$ cat src/design/tmcr_pkg.sv
// Package for the text-mode cell renderer: sizes, action codes and the
// command word that runs from the front end through the queue to the back end.
// No dependencies.
package tmcr_pkg;

   // Screen and glyph geometry
   localparam int TEXT_ROWS   = 24;
   localparam int TEXT_COLS   = 40;
   localparam int GLYPH_LINES = 8;
   localparam int CELL_WIDTH  = 7;

   // Stores
   localparam int PAGE_DEPTH   = 1024;
   localparam int FONT_DEPTH   = 2048;
   localparam int PAGE_AW      = $clog2(PAGE_DEPTH);
   localparam int FONT_AW      = $clog2(FONT_DEPTH);
   localparam int GROUP_STRIDE = 128;
   localparam int BAND_STRIDE  = 40;

   // Glyph and line indexing
   localparam int LINE_W  = $clog2(GLYPH_LINES);
   localparam int GLYPH_W = 7;

   // Frame counter bit that sets the flash phase
   localparam int FLASH_BIT = 4;

   // Command queue, depth must be a power of two
   localparam int QUEUE_DEPTH = 4;
   localparam int QPTR_W      = $clog2(QUEUE_DEPTH);
   localparam int QCNT_W      = $clog2(QUEUE_DEPTH + 1);

   typedef enum logic [1:0] {
      ACT_TEXT_WR = 2'd0,
      ACT_FONT_WR = 2'd1,
      ACT_RENDER  = 2'd2,
      ACT_TICK    = 2'd3
   } action_type;

   // Classified command: address is the store address for writes or the
   // interleaved cell address for a render
   typedef struct packed {
      action_type         kind;
      logic [FONT_AW-1:0] mem_addr;
      logic [7:0]         data;
      logic [7:0]         line_base;
      logic [8:0]         pixel_x;
   } cmd_type;

endpackage

$ cat src/design/tmcr_front.sv
// Front end of the text-mode cell renderer: registers each accepted word,
// drops text writes past the page and renders off the screen, and works out
// the cell address and screen position. Depends on tmcr_pkg.
module tmcr_front (
   input  logic                clock,
   input  logic                reset,
   input  logic                accept,
   input  logic [1:0]          req_action,
   input  logic [10:0]         req_store_address,
   input  logic [7:0]          req_store_byte,
   input  logic [4:0]          req_cell_row,
   input  logic [5:0]          req_cell_col,
   output logic                cmd_valid,
   output tmcr_pkg::cmd_type   cmd
);
   import tmcr_pkg::*;

   logic                 keep;
   logic [PAGE_AW-1:0]   cell_addr;
   logic [1:0]           band;
   cmd_type              cmd_in;
   cmd_type              cmd_ff;
   logic                 valid_in;
   logic                 valid_ff;

   // Interleaved address: (row mod 8)*128 + (row div 8)*40 + col
   always_comb begin
      band      = req_cell_row[4:3];
      cell_addr = PAGE_AW'({req_cell_row[2:0], 7'b0000000})
                + PAGE_AW'(band * BAND_STRIDE)
                + PAGE_AW'(req_cell_col);
   end

   // Classify the request
   always_comb begin
      cmd_in.kind      = action_type'(req_action);
      cmd_in.mem_addr  = req_store_address;
      cmd_in.data      = req_store_byte;
      cmd_in.line_base = {req_cell_row, 3'b000};
      cmd_in.pixel_x   = {req_cell_col, 3'b000} - {3'b000, req_cell_col};
      keep             = 1'b1;
      unique case (action_type'(req_action))
         ACT_TEXT_WR: begin
            keep = req_store_address < 11'(PAGE_DEPTH);
         end
         ACT_FONT_WR: begin
            keep = 1'b1;
         end
         ACT_RENDER: begin
            keep = (req_cell_row < 5'(TEXT_ROWS)) && (req_cell_col < 6'(TEXT_COLS));
            cmd_in.mem_addr = FONT_AW'(cell_addr);
         end
         ACT_TICK: begin
            keep = 1'b1;
         end
         default: begin
            keep = 1'b0;
         end
      endcase
      valid_in = accept && keep;
   end

   always_ff @(posedge clock) begin
      if (reset) begin
         valid_ff <= 1'b0;
      end else begin
         valid_ff <= valid_in;
      end
   end

   always_ff @(posedge clock) begin
      if (valid_in) begin
         cmd_ff <= cmd_in;
      end
   end

   assign cmd_valid = valid_ff;
   assign cmd       = cmd_ff;

endmodule

$ cat config.mk
export PLATFORM = sky130hd
export DESIGN_NAME = tmcr_front
export DESIGN_NICKNAME = d
export VERILOG_FILES = /design/src/design/tmcr_pkg.sv /design/src/design/tmcr_front.sv
export SDC_FILE = /design/constraint.sdc
export NUM_CORES = 1
export LEC_CHECK = 0
export BUFFER_PORTS_ARGS = -buffer_cell sky130_fd_sc_hd__buf_2
export CAP_MARGIN = 30
export CORE_MARGIN = 1
export CORE_UTILIZATION = 47
export DETAILED_ROUTE_END_ITERATION = 6
export HOLD_SLACK_MARGIN = 0.03
export PLACE_DENSITY = 0.9
export SLEW_MARGIN = 5
export SYNTH_ARGS = -nofsm -noshare
export SYNTH_HDL_FRONTEND = slang
export SYNTH_SLANG_ARGS = --single-unit
$ cat constraint.sdc
create_clock -name clock -period 3.1 [get_ports clock]
set_input_delay 0.155 -clock clock [delete_from_list [all_inputs] [get_ports clock]]
set_output_delay 0.155 -clock clock [all_outputs]
set_load 0.1 [all_outputs]
# After elaboration in Yosys (flattened, before gate mapping)
# Cells that the tools add are included.
[classes]
n_addsub = 3
n_eq_ne = 3
reduce_logical = 4
n_mul = 1
mux = 2
order_cmp = 3
[ops]
columns = ["op", "n"]
rows = [
  ["$lt 11x11->1 const B", 1],
  ["$add 10x6->10", 1],
  ["$add 10x8->10", 1],
  ["$mux 10", 1],
  ["$sub 9x6->9", 1],
  ["$lt 6x6->1 const B", 1],
  ["$lt 5x5->1 const B", 1],
  ["$mul 2x3->5 const B", 1],
  ["$eq 2x2->1 const B", 2],
  ["$pmux 1 s3", 1],
  ["$eq 2x1->1 const B", 1],
  ["$logic_and 1x1->1", 2],
  ["$logic_not 2->1", 1],
  ["$reduce_or 2->1", 1],
]
[word_totals]
inputBits = 35
out_inout_bits = 39
reg_bits = 36

# Logic depth before layout (Yosys ltp)
[logic_depth]
ltp_word = 4
ltp_mapped = 6
mapped_depth_nobuf = 6

# Worst setup path before layout
# No wires, ideal clock.
[synth_timing]
path_kind = "input-to-reg"
from = "input req_cell_row[4]"
to = "register cmd_ff (netlist bit cmd[0]) (enable)"
t_required_ns = 2.669
slack_ns = 0.618
stages = 4
arrival_time_ns = 2.051
n_path_buf = 1
cell_sequence = "buf_2 nand2_1 a311oi_1 nor2b_1"
[synth_via]
elab_chain_cells = 4
[synth_lines]
columns = ["item", "line", "rtl"]
rows = [
  ["start: declaration", "tmcr_front.sv:11", "input logic [4:0] req_cell_row,"],
  ["$lt 5x5->1", "tmcr_front.sv:50", "keep = (req_cell_row < 5'(TEXT_ROWS)) && (req_cell_col < 6'(TEXT_COLS));"],
  ["$logic_and 1x1->1", "tmcr_front.sv:50", ""],
  ["$pmux 1 s3", "tmcr_front.sv:42", "unique case (action_type'(req_action))"],
  ["$logic_and 1x1->1", "tmcr_front.sv:60", "valid_in = accept && keep;"],
  ["via valid_in", "tmcr_front.sv:23", "logic valid_in;"],
  ["end signal: assignment", "tmcr_front.sv:73", "cmd_ff <= cmd_in;"],
  ["end: declaration", "tmcr_front.sv:22", "cmd_type cmd_ff;"],
]
# The timed path passes the listed nets, and every way through them passes these cells.
# A chain may end at the register's enable or synchronous reset.

# Worst setup path in the final report
[layout_timing]
from = "input req_cell_col[3]"
to = "register cmd_ff (netlist bit cmd[17]) (enable)"
[layout_via]
elab_chain_cells = 4
[layout_lines]
columns = ["item", "line", "rtl"]
rows = [
  ["start: declaration", "tmcr_front.sv:12", "input logic [5:0] req_cell_col,"],
  ["$lt 6x6->1", "tmcr_front.sv:50", ""],
  ["$logic_and 1x1->1", "tmcr_front.sv:50", ""],
  ["$pmux 1 s3", "tmcr_front.sv:42", ""],
  ["$logic_and 1x1->1", "tmcr_front.sv:60", ""],
  ["via valid_in", "tmcr_front.sv:23", ""],
]
# The timed path passes the listed nets, and every way through them passes these cells.

==> results.sh <==
export IMPL_outcome="finished, final reports clean"
export IMPL_post_synth_top_area_fraction_pct=60.3
export IMPL_hpwl_mm=2.70
export IMPL_clock_period_minus_worst_slack_ns=1.54
export IMPL_post_synthesis_share_of_cell_area_spent_on_xor_and_xnor_gates_pct=3.02
export IMPL_drtAntennaViolNets=0
export IMPL_min_delay_path_depth=1
export IMPL_globalRouteTotalUtil_pct=20.1
export IMPL_synth_top_cells_by_count="sky130_fd_sc_hd__edfxtp_1, sky130_fd_sc_hd__nand2_1, sky130_fd_sc_hd__inv_1"
export IMPL_yosysSeqAreaShare_pct=61.5
export IMPL_post_drt_via_cell_ratio=5.38
export IMPL_timing_final_setup_violations=0
export IMPL_synth_seq_cells=36
export IMPL_power_combinational_fraction_pct=37.8
export IMPL_fp_dieArea_mm2=0.00396
export IMPL_synthesized_area_fraction_occupied_by_ao_oa_aoi_and_oai_cells_pct=11.0
export IMPL_die_x_um=62.9
export IMPL_grt_ovfl_total=0
export IMPL_yosysMostFrequentCell="sky130_fd_sc_hd__edfxtp_1"
export IMPL_drt_iter0_drc=59
export IMPL_insertedDiodeCount=0
export IMPL_synth_adder_area_share_pct=6.17
export IMPL_final_cell_count_no_fill=261
export IMPL_synth_edff_count=35
export IMPL_yosys_area_top_type="sky130_fd_sc_hd__edfxtp_1"
export IMPL_cp_cell_sequence="buf_2, o21ai_0, a311oi_1, nor2b_4"
export IMPL_timing_setup_tns_ns=0
export IMPL_cts_clk_slew_worst_paths_ns=0.06
export IMPL_critPathArrivalTime_ns=1.44
export IMPL_fin_crit_sh_pct=49.6
export IMPL_number_of_clock_sinks=36
export IMPL_synthCells=141
export IMPL_netlist_area_pre_place_mm2=0.00174
export IMPL_grt_first_pass_wirelength_mm=5.84
export IMPL_required_ns=3.00
export IMPL_die_h_um=62.9
export IMPL_placed_cells=252
export IMPL_grt_max_degree=36
export IMPL_clock_power_share_pct=21.1
export IMPL_power_per_cell_area_mw_per_mm2=665
export IMPL_floorplan_initialDensity_pct=50.6
export IMPL_timing_fmax_mhz=650
export IMPL_p_int_mw=0.834
export IMPL_sw_frac_of_total_pct=43.4
export IMPL_tritoncts="yes"
export IMPL_seq_power_share_pct=41.1
export IMPL_flow_area_growth_from_synthesis_pct=27.3
export IMPL_synth_area_mux_share_pct=0
export IMPL_postSynth_asyncResetShare_pct=0
export IMPL_design_final_nets=257
export IMPL_first_global_vias=1260
export IMPL_cts_buffers_inserted=5
export IMPL_yosys_top_cells_area="sky130_fd_sc_hd__edfxtp_1, sky130_fd_sc_hd__ha_1, sky130_fd_sc_hd__nand2_1"
export IMPL_finalHoldViolCount=0
export IMPL_cp_max_fo=35
export IMPL_critical_path_endpoint_category="flip-flop"
export IMPL_routedWlPerCell_um=13.9
export IMPL_synth_top_family_by_area="simple AND/OR/NAND/NOR gates"
export IMPL_ys_warnings_count=0
export IMPL_hp_class="in2reg"
export IMPL_rows=21
export IMPL_netlist_cell_type_count=41
export IMPL_leakage_nw=0.960
export IMPL_path_class="in2reg"
export IMPL_synth_area_per_cell_um2=12.4
export IMPL_wl_mm=3.62
export IMPL_rsz0062_at_grt="no"
export IMPL_clockRootBuffer="sky130_fd_sc_hd__clkbuf_8"
export IMPL_worst_hold_startpoint="req_store_byte[1]"
export IMPL_core_area_mm2=0.00344
export IMPL_crit_path_top_delay_cell="sky130_fd_sc_hd__nor2b_4"
export IMPL_post_cts_buffers=0
export IMPL_switchingPower_mw=0.640
export IMPL_clock_tree_buffer_depth=2
export IMPL_worst_setup_path_start_kind="input pin"
export IMPL_antenna_found_initial=0
export IMPL_drtPass1Iterations=4
export IMPL_timing_max_slew_rel_slack_pct=38.5
export IMPL_postSynth_topFlopCell="sky130_fd_sc_hd__edfxtp_1"
export IMPL_share_of_post_route_cells_with_drive_strength_above_1_pct=37.7
export IMPL_vias=1405
export IMPL_io_pins=74
export IMPL_worst_ir_drop_vdd_mv=0.226
export IMPL_detail_route_drc_violations=0
export IMPL_max_slew_worst_pin_slew_ns=0.921
export IMPL_io_buffers=70
export IMPL_cts_htree_levels=2
export IMPL_timing_max_transition_violations_final=0
export IMPL_cap_viol_max_count=0
export IMPL_critical_path_startpoint="req_cell_col[3]"
export IMPL_worst_path_largest_cell_delay_ns=0.76
export IMPL_post_synth_simple_gate_area_pct=12.8
export IMPL_gp_routability_congestion=0.768
export IMPL_ctsResizeCount=0
==> stage by stage <==
stage | cell area [um^2] | hold slack (ns) | utilization (%) | total power, mW | worst slack, ns
after CTS | 2220 | 0.0465 | 64.4 | 1.48 | 1.57
final | 2220 | 0.0489 | 64.4 | 1.47 | 1.56
after detailed placement | 2130 | 0.327 | 61.8 | 1.17 | 1.27
after floorplan | 1750 | 0.231 | - | 1.08 | 0.618
after global placement | 2130 | 0.333 | 61.8 | 1.16 | 1.33
after global routing | 2220 | 0.0470 | 64.4 | 1.52 | 1.44
==> power groups by stage <==
stage	registers [mW]	logic, mW	clock network, mW
6_report	0.606	0.557	0.311
5_1_grt	0.610	0.578	0.335
4_1_cts	0.607	0.558	0.311
3_5_place_dp	0.617	0.555	0
3_3_place_gp	0.615	0.549	0
2_1_floorplan	0.983	0.0996	0
==> registers in the layout (all words and copies together) (netlist names) <==
signal / cells
cmd_valid: 1
cmd: 35
==> critical path, delay by kind of cell <==
kind	cells	cell delay, ns
simple gates	1	0.76
compound gates	2	0.35
buf+inv	1	0.14
==> metal layers <==
metal | GRT usage (%) | wire length (um) | vias to the layer above
met5 | 0 | 0 | -
met4 | 15.1 | 139 | 0
met3 | 4.56 | 285 | 14
met2 | 31.2 | 1700 | 86
met1 | 24.2 | 1490 | 643
li1 | - | - | 662
==> cell usage in the layout (no fill, tap or decap), drive strengths merged, types with 3 or more instances in the layout <==
master	n
buf	70
edfxtp	35
nand2	15
inv	14
o21ai	8
ha	7
nor2	5
clkbuf	5
a21oi	4
o2111ai	4
xnor2	4
o211ai	3
conb	3
nor2b	3
clkinv	3
==> worst paths after layout <==
path,end,slack (ns)
max,cmd[17]$_DFFE_PP_,1.56
min,cmd[18]$_DFFE_PP_,0.05
==> logic make-up (layout without fill, tap and decap cells) <==
family / Yosys count / count (layout)
simple gates: 41 / 41
flops: 36 / 36
compound gates: 28 / 28
buf+inv: 21 / 93
fa+ha+maj: 8 / 8
xor+xnor: 6 / 6
other cells: 1 / 3
==> final cells by class <==
class	count	area, um^2
Inverter	14	52.6
Clock buffer	5	68.8
Fill cell	262	1220
Tap cell	46	57.6
Timing Repair Buffer	71	360
Clock inverter	3	13.8
Multi-Input combinational cell	86	594
Sequential cell	36	1070
==> repair_timing <==
item | in CTS | in global routing
hold buffers | 1 | 0
hold endpoints to repair | 1 | 0
endpoints found under the setup margin | 0 | 0
(Power assumes the default switching activity.)
