`src/design/tmcr_pkg.sv`:
```
// Package for the text-mode cell renderer: sizes, action codes and the
// command word that runs from the front end through the queue to the back end.
// No dependencies.
package tmcr_pkg;

   // Screen and glyph geometry
   localparam int TEXT_ROWS   = 24;
   localparam int TEXT_COLS   = 40;
   localparam int GLYPH_LINES = 8;
   localparam int CELL_WIDTH  = 7;

   // Stores
   localparam int PAGE_DEPTH   = 1024;
   localparam int FONT_DEPTH   = 2048;
   localparam int PAGE_AW      = $clog2(PAGE_DEPTH);
   localparam int FONT_AW      = $clog2(FONT_DEPTH);
   localparam int GROUP_STRIDE = 128;
   localparam int BAND_STRIDE  = 40;

   // Glyph and line indexing
   localparam int LINE_W  = $clog2(GLYPH_LINES);
   localparam int GLYPH_W = 7;

   // Frame counter bit that sets the flash phase
   localparam int FLASH_BIT = 4;

   // Command queue, depth must be a power of two
   localparam int QUEUE_DEPTH = 4;
   localparam int QPTR_W      = $clog2(QUEUE_DEPTH);
   localparam int QCNT_W      = $clog2(QUEUE_DEPTH + 1);

   typedef enum logic [1:0] {
      ACT_TEXT_WR = 2'd0,
      ACT_FONT_WR = 2'd1,
      ACT_RENDER  = 2'd2,
      ACT_TICK    = 2'd3
   } action_type;

   // Classified command: address is the store address for writes or the
   // interleaved cell address for a render
   typedef struct packed {
      action_type         kind;
      logic [FONT_AW-1:0] mem_addr;
      logic [7:0]         data;
      logic [7:0]         line_base;
      logic [8:0]         pixel_x;
   } cmd_type;

endpackage

```
`src/design/tmcr_queue.sv`:
```
// Short command queue between front and back end of the text-mode cell renderer.
// Depends on tmcr_pkg.
module tmcr_queue (
   input  logic                      clock,
   input  logic                      reset,
   input  logic                      push,
   input  tmcr_pkg::cmd_type         push_cmd,
   input  logic                      pop,
   output logic                      not_empty,
   output tmcr_pkg::cmd_type         head,
   output logic [tmcr_pkg::QCNT_W-1:0] count
);
   import tmcr_pkg::*;

   cmd_type             slot_ff [QUEUE_DEPTH];
   logic [QPTR_W-1:0]   wr_ptr_ff;
   logic [QPTR_W-1:0]   wr_ptr_in;
   logic [QPTR_W-1:0]   rd_ptr_ff;
   logic [QPTR_W-1:0]   rd_ptr_in;
   logic [QCNT_W-1:0]   count_ff;
   logic [QCNT_W-1:0]   count_in;
   logic                do_pop;

   // Pointers wrap naturally at the power-of-two depth
   always_comb begin
      do_pop    = pop && (count_ff != '0);
      wr_ptr_in = push   ? wr_ptr_ff + 1'b1 : wr_ptr_ff;
      rd_ptr_in = do_pop ? rd_ptr_ff + 1'b1 : rd_ptr_ff;
      count_in  = count_ff + QCNT_W'(push) - QCNT_W'(do_pop);
   end

   always_ff @(posedge clock) begin
      if (reset) begin
         wr_ptr_ff <= '0;
         rd_ptr_ff <= '0;
         count_ff  <= '0;
      end else begin
         wr_ptr_ff <= wr_ptr_in;
         rd_ptr_ff <= rd_ptr_in;
         count_ff  <= count_in;
      end
   end

   always_ff @(posedge clock) begin
      if (push) begin
         slot_ff[wr_ptr_ff] <= push_cmd;
      end
   end

   assign not_empty = (count_ff != '0);
   assign head      = slot_ff[rd_ptr_ff];
   assign count     = count_ff;

endmodule

```
`config.mk`:
```
export PLATFORM = sky130hd
export DESIGN_NAME = tmcr_queue
export DESIGN_NICKNAME = d
export VERILOG_FILES = /design/src/design/tmcr_pkg.sv /design/src/design/tmcr_queue.sv
export SDC_FILE = /design/constraint.sdc
export NUM_CORES = 1
export LEC_CHECK = 0
export BUFFER_PORTS_ARGS = -buffer_cell sky130_fd_sc_hd__buf_2
export CAP_MARGIN = 30
export CORE_UTILIZATION = 63
export CTS_BUF_LIST = sky130_fd_sc_hd__clkbuf_8
export DETAILED_ROUTE_END_ITERATION = 8
export PLACE_DENSITY = 0.87
export SLEW_MARGIN = 30
export SYNTH_ARGS = -nofsm -noshare
export SYNTH_HDL_FRONTEND = slang
export SYNTH_SLANG_ARGS = --single-unit
```
`constraint.sdc`:
```
create_clock -name clock -period 2.7 [get_ports clock]
set_input_delay 0.27 -clock clock [delete_from_list [all_inputs] [get_ports clock]]
set_output_delay 0.27 -clock clock [all_outputs]
set_load 0.005 [all_outputs]
```
After elaboration in Yosys (flattened, before gate mapping). Memories as Yosys holds them, arrays and structs flattened. A register that Yosys moved wholly into a read port is not among the register bits. Index checks and enable logic that the tools add are counted.

Register bits after elaboration: 7. Bits in writable memories: 152. Memories kept: 1.

Add/sub/neg operators: 4. Multiplexer cells: 4. Reductions and logical operators: 2.

Memory list: slot_ff (words 4, width 38, read ports 1, clocked after Yosys merged registers in 1, write ports 1, line tmcr_queue.sv:15) `cmd_type slot_ff [QUEUE_DEPTH];`.

Operator list (count): $add 2x1->2 const B (2); $mux 2 (2); $add 3x1->3 (1); $reduce_bool 3->1 (1); $sub 3x1->3 (1); $mux 1 (2); $logic_and 1x1->1 (1).

Longest topological paths before layout. Gate-level depths: netlist (run 1).

Word-level depth: 4. Mapped depth: 7. Depth with buffers taken out: 7.

Worst setup path before layout (run 1). OpenSTA, ideal clock, no wires.

Path type: flip-flop to flip-flop. Start point: reg wr_ptr_ff[0]. End point: mem slot_ff[2][0] (netlist bit) (enable). Library setup time: 399 ps. Data arrival time: 1466 ps. Required time: 2301 ps. Setup slack: 835 ps. Cell stages (with the launch flop): 4. Clock period less this slack: 1865 ps. Cells stage by stage: dfxtp_1 -> inv_1 -> ha_1 -> and2_1.

RTL lines: start, declared (line tmcr_queue.sv:16) `logic [QPTR_W-1:0] wr_ptr_ff;`; start signal, assigned (line tmcr_queue.sv:38) `wr_ptr_ff <= wr_ptr_in;`; end, declared (line tmcr_queue.sv:15).

No word-level cell before the write port.

==> results of run 1 <==
==> metal layers <==
layer | share of wire, % | vias to the layer above
met5 | 0 | -
met4 | 1.1 | 0
met3 | 4.9 | 8
met2 | 50 | 84
met1 | 44 | 1427
li1 | - | 1216
==> worst register-to-register path, stage by stage, from the launching register on <==
cell     delay (ns)
dfxtp_1        0.37
o31a_1         0.36
ha_1           0.28
inv_1          0.04
ha_1           0.19
fa_1           0.37
xor3_1         0.20
nor2_1         0.04
==> synthesized netlist by cell type <==
master	number
and2_1	4
buf_12	2
buf_2	3
buf_4	1
buf_6	1
clkbuf_1	2
dfxtp_1	9
edfxtp_1	152
fa_1	1
ha_1	6
inv_1	6
mux2_2	3
mux2i_1	1
mux4_2	38
nor2_1	5
nor2b_1	4
o311ai_0	1
o31a_1	1
or3_1	1
xnor2_1	1
xor3_1	1
==> worst paths after layout <==
check                           depth (start not counted)                        end                      start  slack [ns]
worst max-delay path                                    3                   head[29]                       flop        0.56
worst min-delay path                                    1   slot_ff[1][31]$_DFFE_PP_               push_cmd[31]        0.05
worst max register to register                          7        count[2]$_SDFF_PP0_        count[1]$_SDFF_PP0_        0.77
worst min register to register                          2  wr_ptr_ff[1]$_SDFFE_PP0P_  wr_ptr_ff[1]$_SDFFE_PP0P_        0.56
==> flip-flops by register name, indices dropped and copies added (netlist names), named ones only <==
name and count:
slot_ff 152, rd_ptr_ff 2, wr_ptr_ff 2, count 3
==> per-stage QoR <==
stage                     area [sq um]  std cells  setup slack, ns
final                             6895        467           0.5611
after global routing              6895        467           0.4214
after CTS                         6895        467           0.5053
after detailed placement          6551        435           0.7712
after global placement            6551        435           0.8387
after floorplan                   5968        243           0.8352
==> cell usage in the layout (no fill, tap or decap) <==
cell type / count
clkinv_4: 1
mux4_2: 38
clkinvlp_4: 5
nor2b_1: 4
xor3_1: 1
clkinv_1: 1
clkinv_2: 2
o31a_1: 1
buf_12: 4
dfxtp_1: 7
dfxtp_2: 2
or3_1: 1
o311ai_0: 1
inv_6: 4
mux2_2: 3
buf_4: 3
inv_1: 7
fa_1: 1
xnor2_1: 1
edfxtp_1: 152
inv_8: 1
ha_1: 6
buf_2: 83
and2_2: 4
clkbuf_8: 17
nor2_1: 5
mux2i_1: 1
==> kinds of logic (layout without fill, tap and decap cells) <==
family / after synthesis / count (layout) / share of synthesized area [%]
adders and majority gates: 7 / 7 / 1.593
xor gates and xnor gates: 2 / 2 / 0.5451
and+or+nand+nor: 14 / 14 / 1.258
DFF: 161 / 161 / 79.50
muxes: 42 / 42 / 15.07
AOI/OAI and AO/OA: 2 / 2 / 0.2936
buffers and inverters: 15 / 128 / 1.740
==> area by class of cell <==
class	instances	area share [%]
sequential	161	68.84
multi-input combinational	67	16.31
timing repair buffer	90	7.512
clock buffer	17	3.393
tap	111	2.014
clock inverter	15	1.597
inverter	6	0.3266
==> power by group through the flow <==
stage	logic (mW)	registers, mW	clock network (mW)
floorplan	0.728	2.98	0
global route	1.14	2.97	1.66
finish	1.03	2.95	1.51
CTS	1.06	2.96	1.54
detailed placement	1.05	3.01	0
global placement	1.03	3.00	0
==> results.ini, run 1 <==
[status]
run_status=completed

[setup_path]
worst_setup_path_start_kind=flop
peak_per_stage_delay_on_the_critical_path_ns=0.58
critical-path-top-delay-family=multiplexers
worst_path_max_delay_cell=mux4_2
worstSetupPathType=reg2out
timing.critical_path.cells=buf_4, mux4_2, buf_2
endpoint_kind=primary output
worst-path-max-fanout=22
crit_buf_inv=2
crit_arrival_ns=1.87
worst-endpoint-required_ns=2.43

[timing]
tightest_slew_ns=0.5775
maxClockFrequency_mhz=467.5
grt_setup_unrepaired=false
timing.max_slew.rel_slack_pct=61.50
timing_hold_violations_final=0
tns_setup_ns=0
clock_skew_ns=0.01234
final.period_utilization_pct=79.22
worst_hold_check_slack_ns=0.04789
period_minus_slack_ns=2.139
slew_violations=0
finalSetupViolations=0

[floorplan]
io-pin-count=84
placement_rows=35
die_area_sq_um=9866
core_region_area_sq_um=9196
chip_width_microns=99.33
initial_utilization_pct=64.90
die_height_microns=99.33

[cells_and_area]
final_nets=392
seqCellArea_sq_um=4747
final_core_util_pct=74.98
filler_cell_count=527
area_growth_synth_to_finish_pct=15.53
fraction_of_final_layout_cells_sized_beyond_drive_strength_1_pct=46.91
antenna_cells_inserted=0
multiInputGateArea_sq_um=1125

[global_routing]
grt_start_max_net_pins=39
antenna_found_initial=0
global_route.usage.met3_pct=7.590
gr-usage-met2_pct=33.44
grt_first_pass_wirelength_mm=14.71
first_global_vias=2872
track_usage_pct=21.07
overflow=0
global_route.peak_usage_layer=met2
met1_use_gr_pct=28.09

[pwr]
internal-power_mw=4.106
report.power.total_mw=5.489
power.static_leakage_nw=2.363
combinationalPowerShare_pct=18.7
power_frac_clock_pct=27.4
pwr_density_cell_nw_per_um2=796.1
ir_drop_mv=0.7733
power.sequential.fraction_pct=53.8
p_sw_share_pct=25.20
switchingPower_mw=1.383

[worst_hold_path]
hp-class=in2reg

[logic_synthesis]
syn_area_sq_um=5968
synth-warning-count=0
synthCells=243
yosys_register_bits=161
synth_top_cell_by_area=edfxtp_1
synth.top_cells.by_area=edfxtp_1, mux4_2, dfxtp_1
yosys.area.top_type_share_pct=76.48
post_synth_num_cell_types=21
synth_nets=292
synth_seq_area_share_pct=79.50
post_synthesis_area_per_instance_sq_um=24.56

[routing]
detail_route.iter0.violations=80
vias=2735
first_pass_iters=6
post-route-drc-count=0
vias_per_cell=5.857
wl_per_cell_microns=20.33
route.final.wire_length_mm=9.492
route.antenna.remaining_nets=0

[clocking]
clock_sinks=161
clk_pin_slew_ns=0.09
post_cts_resize_count=0
clock_path_buffers=2
worst_skew_pair.late_latency_ns=0.43
cts_inserted_buffers=17
post_cts.repair.setup_buffers=0
htree_levels=4
cts.root.buffer_cell=clkbuf_8
tritoncts=done
cts-hold-fix-buffers=0

[placement]
buffer_ports.inserted=83
place_congestion=0.7158
post-dp-hpwl_mm=5.731

[run]
max-cap-violations=0

No activity file was read; power rests on OpenSTA's default activity.
==> inputs of run 2 (changes only) <==
CORE_UTILIZATION = 53   (was 63)
PLACE_DENSITY = 0.78   (was 0.87)
clock period = 1.75 ns   (was 2.7 ns; I/O delays follow)
==> results.ini, run 2 (synthesis gave the netlist of run 1 again) <==
[status]
run_status=complete, but fails checks
violations=negative setup slack

[timing]
final.period_utilization_pct=110.5
maxClockFrequency_mhz=517.0
timing_hold_violations_final=0  ; unchanged
finalSetupViolations=40  ; +40
timing.max_slew.rel_slack_pct=76.05  ; +15 points
worst_hold_check_slack_ns=0.08982  ; +0.04194 ns
period_minus_slack_ns=1.934
clock_skew_ns=0.006958  ; -0.005386 ns
grt_setup_unrepaired=true
setup_ws_ns=-0.1844  ; -0.7455 ns
tightest_slew_ns=0.3547  ; -0.2227 ns
slew_violations=0  ; unchanged

[cells_and_area]
instances_no_fill=549  ; +18%
area_growth_synth_to_finish_pct=28.39
fraction_of_final_layout_cells_sized_beyond_drive_strength_1_pct=45.23  ; -1.7 points
layout_common_cells=edfxtp_1, buf_2, dlygate4sd3_1
largest-register=slot_ff
layout.cells.most_common=edfxtp_1
seqCellArea_sq_um=4752  ; +0.11%
filler_cell_count=672  ; +28%
antenna_cells_inserted=0  ; unchanged
final_nets=445  ; +14%
flip_flop_count_of_the_largest_register_all_copies_and_words_added=152  ; unchanged
multiInputGateArea_sq_um=1137  ; +1.1%

[pwr]
power.static_leakage_nw=2.684  ; +14%
power.sequential.fraction_pct=46.9  ; -6.9 points
power_frac_clock_pct=30.9  ; +3.5 points
pwr_density_cell_nw_per_um2=1258  ; +58%
combinationalPowerShare_pct=22.2  ; +3.5 points
ir_drop_mv=0.8053  ; +4.1%
internal-power_mw=7.426  ; +81%
p_sw_share_pct=22.96  ; -2.2 points
switchingPower_mw=2.214  ; +60%

[routing]
first_pass_iters=4  ; -2
vias_per_cell=5.273  ; -10%
route.final.wire_length_mm=10.16  ; +7.0%
post-route-drc-count=0  ; unchanged
vias=2895  ; +5.9%
detail_route.iter0.violations=124  ; +55%
wl_per_cell_microns=18.50  ; -9.0%
route.antenna.remaining_nets=0  ; unchanged

[global_routing]
grt_start_max_net_pins=39  ; unchanged
track_usage_pct=18.77  ; -2.3 points
grt_first_pass_wirelength_mm=15.41  ; +4.7%
overflow=0  ; unchanged
first_global_vias=2993  ; +4.2%
antenna_found_initial=0  ; unchanged

[setup_path]
cp_common_cell=buf_12
critical-path-top-delay-family=multiplexers
worst_path_max_delay_cell=mux4_2
worstSetupPathType=reg2out
worst-path-max-fanout=8  ; -64%
peak_per_stage_delay_on_the_critical_path_ns=0.53  ; -0.05 ns
crit_buf_inv=3  ; +1
endpoint_kind=primary output
timing.critical_path.cells=buf_12, buf_12, mux4_2, buf_2
worst_setup_path_start_kind=flop
crit_arrival_ns=1.76  ; -0.11 ns
worst-endpoint-required_ns=1.57  ; -0.86 ns

[clocking]
clk_pin_slew_ns=0.08  ; about the same
cts_inserted_buffers=17  ; unchanged
clock_path_buffers=2  ; unchanged
cts.root.buffer_cell=clkbuf_8
htree_levels=4  ; unchanged
clock_sinks=161  ; unchanged
tritoncts=done
worst_skew_pair.late_latency_ns=0.44  ; about the same

[floorplan]
chip_width_microns=108.1  ; +8.8%
placement_rows=38  ; +8.6%
die_area_sq_um=11690  ; +18%
io-pin-count=84  ; unchanged
core_region_area_sq_um=10890  ; +18%
initial_utilization_pct=54.81  ; -10 points
die_height_microns=108.1  ; +8.8%

[placement]
post-dp-hpwl_mm=5.648  ; -1.5%
dpl.cell_count=470  ; +8.0%
place_congestion=0.7032  ; -1.8%
buffer_ports.inserted=83  ; unchanged

[run]
max-cap-violations=0  ; unchanged

[worst_hold_path]
hp-class=in2reg

run 2: changes by cell type in the layout (fill, tap and decap cells not counted), moves of 3 or more:
cell           delta
bufinv_16         +5
buf_4             +8
buf_16            +3
buf_12            +3
inv_6             -4
dlygate4sd3_1    +39
run 2: per-stage QoR:
stage	TNS, ns	setup WS [ns]	utilization (%)	area [sq um]	power [mW]
after CTS	-6.597	-0.2018	70.14	7637	9.686
final	-5.472	-0.1844	70.37	7662	9.640
after floorplan	-0.09705	-0.07333	-	5977	5.727
after detailed placement	-0.1162	-0.07564	61.18	6661	6.390
after global routing	-8.144	-0.2444	70.37	7662	10.05
after global placement	-0.02225	-0.02225	61.18	6661	6.329
run 2: per-layer routing:
metal  global-route usage [%]  wire length (microns)  up-vias  part of all wire, %
met2                    29.53                   5113       93                   50
met4                    8.415                    123        0                  1.2
li1                         -                      -     1323                    -
met1                    24.23                   4373     1467                   43
met3                    5.787                    544       12                  5.4
met5                        0                      0        -                    0
run 2: what timing repair did:
action / in CTS / in global routing
endpoints found under the setup margin: 40 / 40
endpoints found under the hold margin: 156 / 0
hold buffers: 39 / 0
pin swaps: 1 / 1
cloned: 3 / 0
resized for setup: 5 / 4
buffers inserted: 4 / 1
run 2: final timing paths:
check	startpoint	to	slack, ns	depth (start not counted)
min	push	wr_ptr_ff[0]$_SDFFE_PP0P_	0.09	3
max	flop	head[21]	-0.18	4
max reg2reg	count[2]$_SDFF_PP0_	count[1]$_SDFF_PP0_	-0.07	6
min reg2reg	wr_ptr_ff[1]$_SDFFE_PP0P_	wr_ptr_ff[1]$_SDFFE_PP0P_	0.56	2
run 2: final cells by class:
type / instances / area share [%]
Tap cell: 140 / 2.286
Clock inverter: 15 / 2.841
Multi-Input combinational cell: 67 / 14.84
Timing Repair Buffer: 143 / 14.66
Sequential cell: 161 / 62.02
Inverter: 6 / 0.2939
Clock buffer: 17 / 3.054
run 2: power groups by stage:
| stage | sequential, mW | combinational (mW) | clock, mW |
|---|---|---|---|
| after floorplan | 4.60 | 1.13 | 0 |
| after global placement | 4.61 | 1.72 | 0 |
| after detailed placement | 4.63 | 1.76 | 0 |
| after CTS | 4.52 | 2.13 | 3.04 |
| after global routing | 4.54 | 2.31 | 3.19 |
| final | 4.52 | 2.14 | 2.98 |
run 2: worst reg2reg max path, delay by kind of cell (launching register included):
kind,cells,cell delay [ns]
buf+inv,1,0.04
compound gates,1,0.30
simple gates,1,0.12
fa+ha+maj,3,0.97
flops,1,0.33
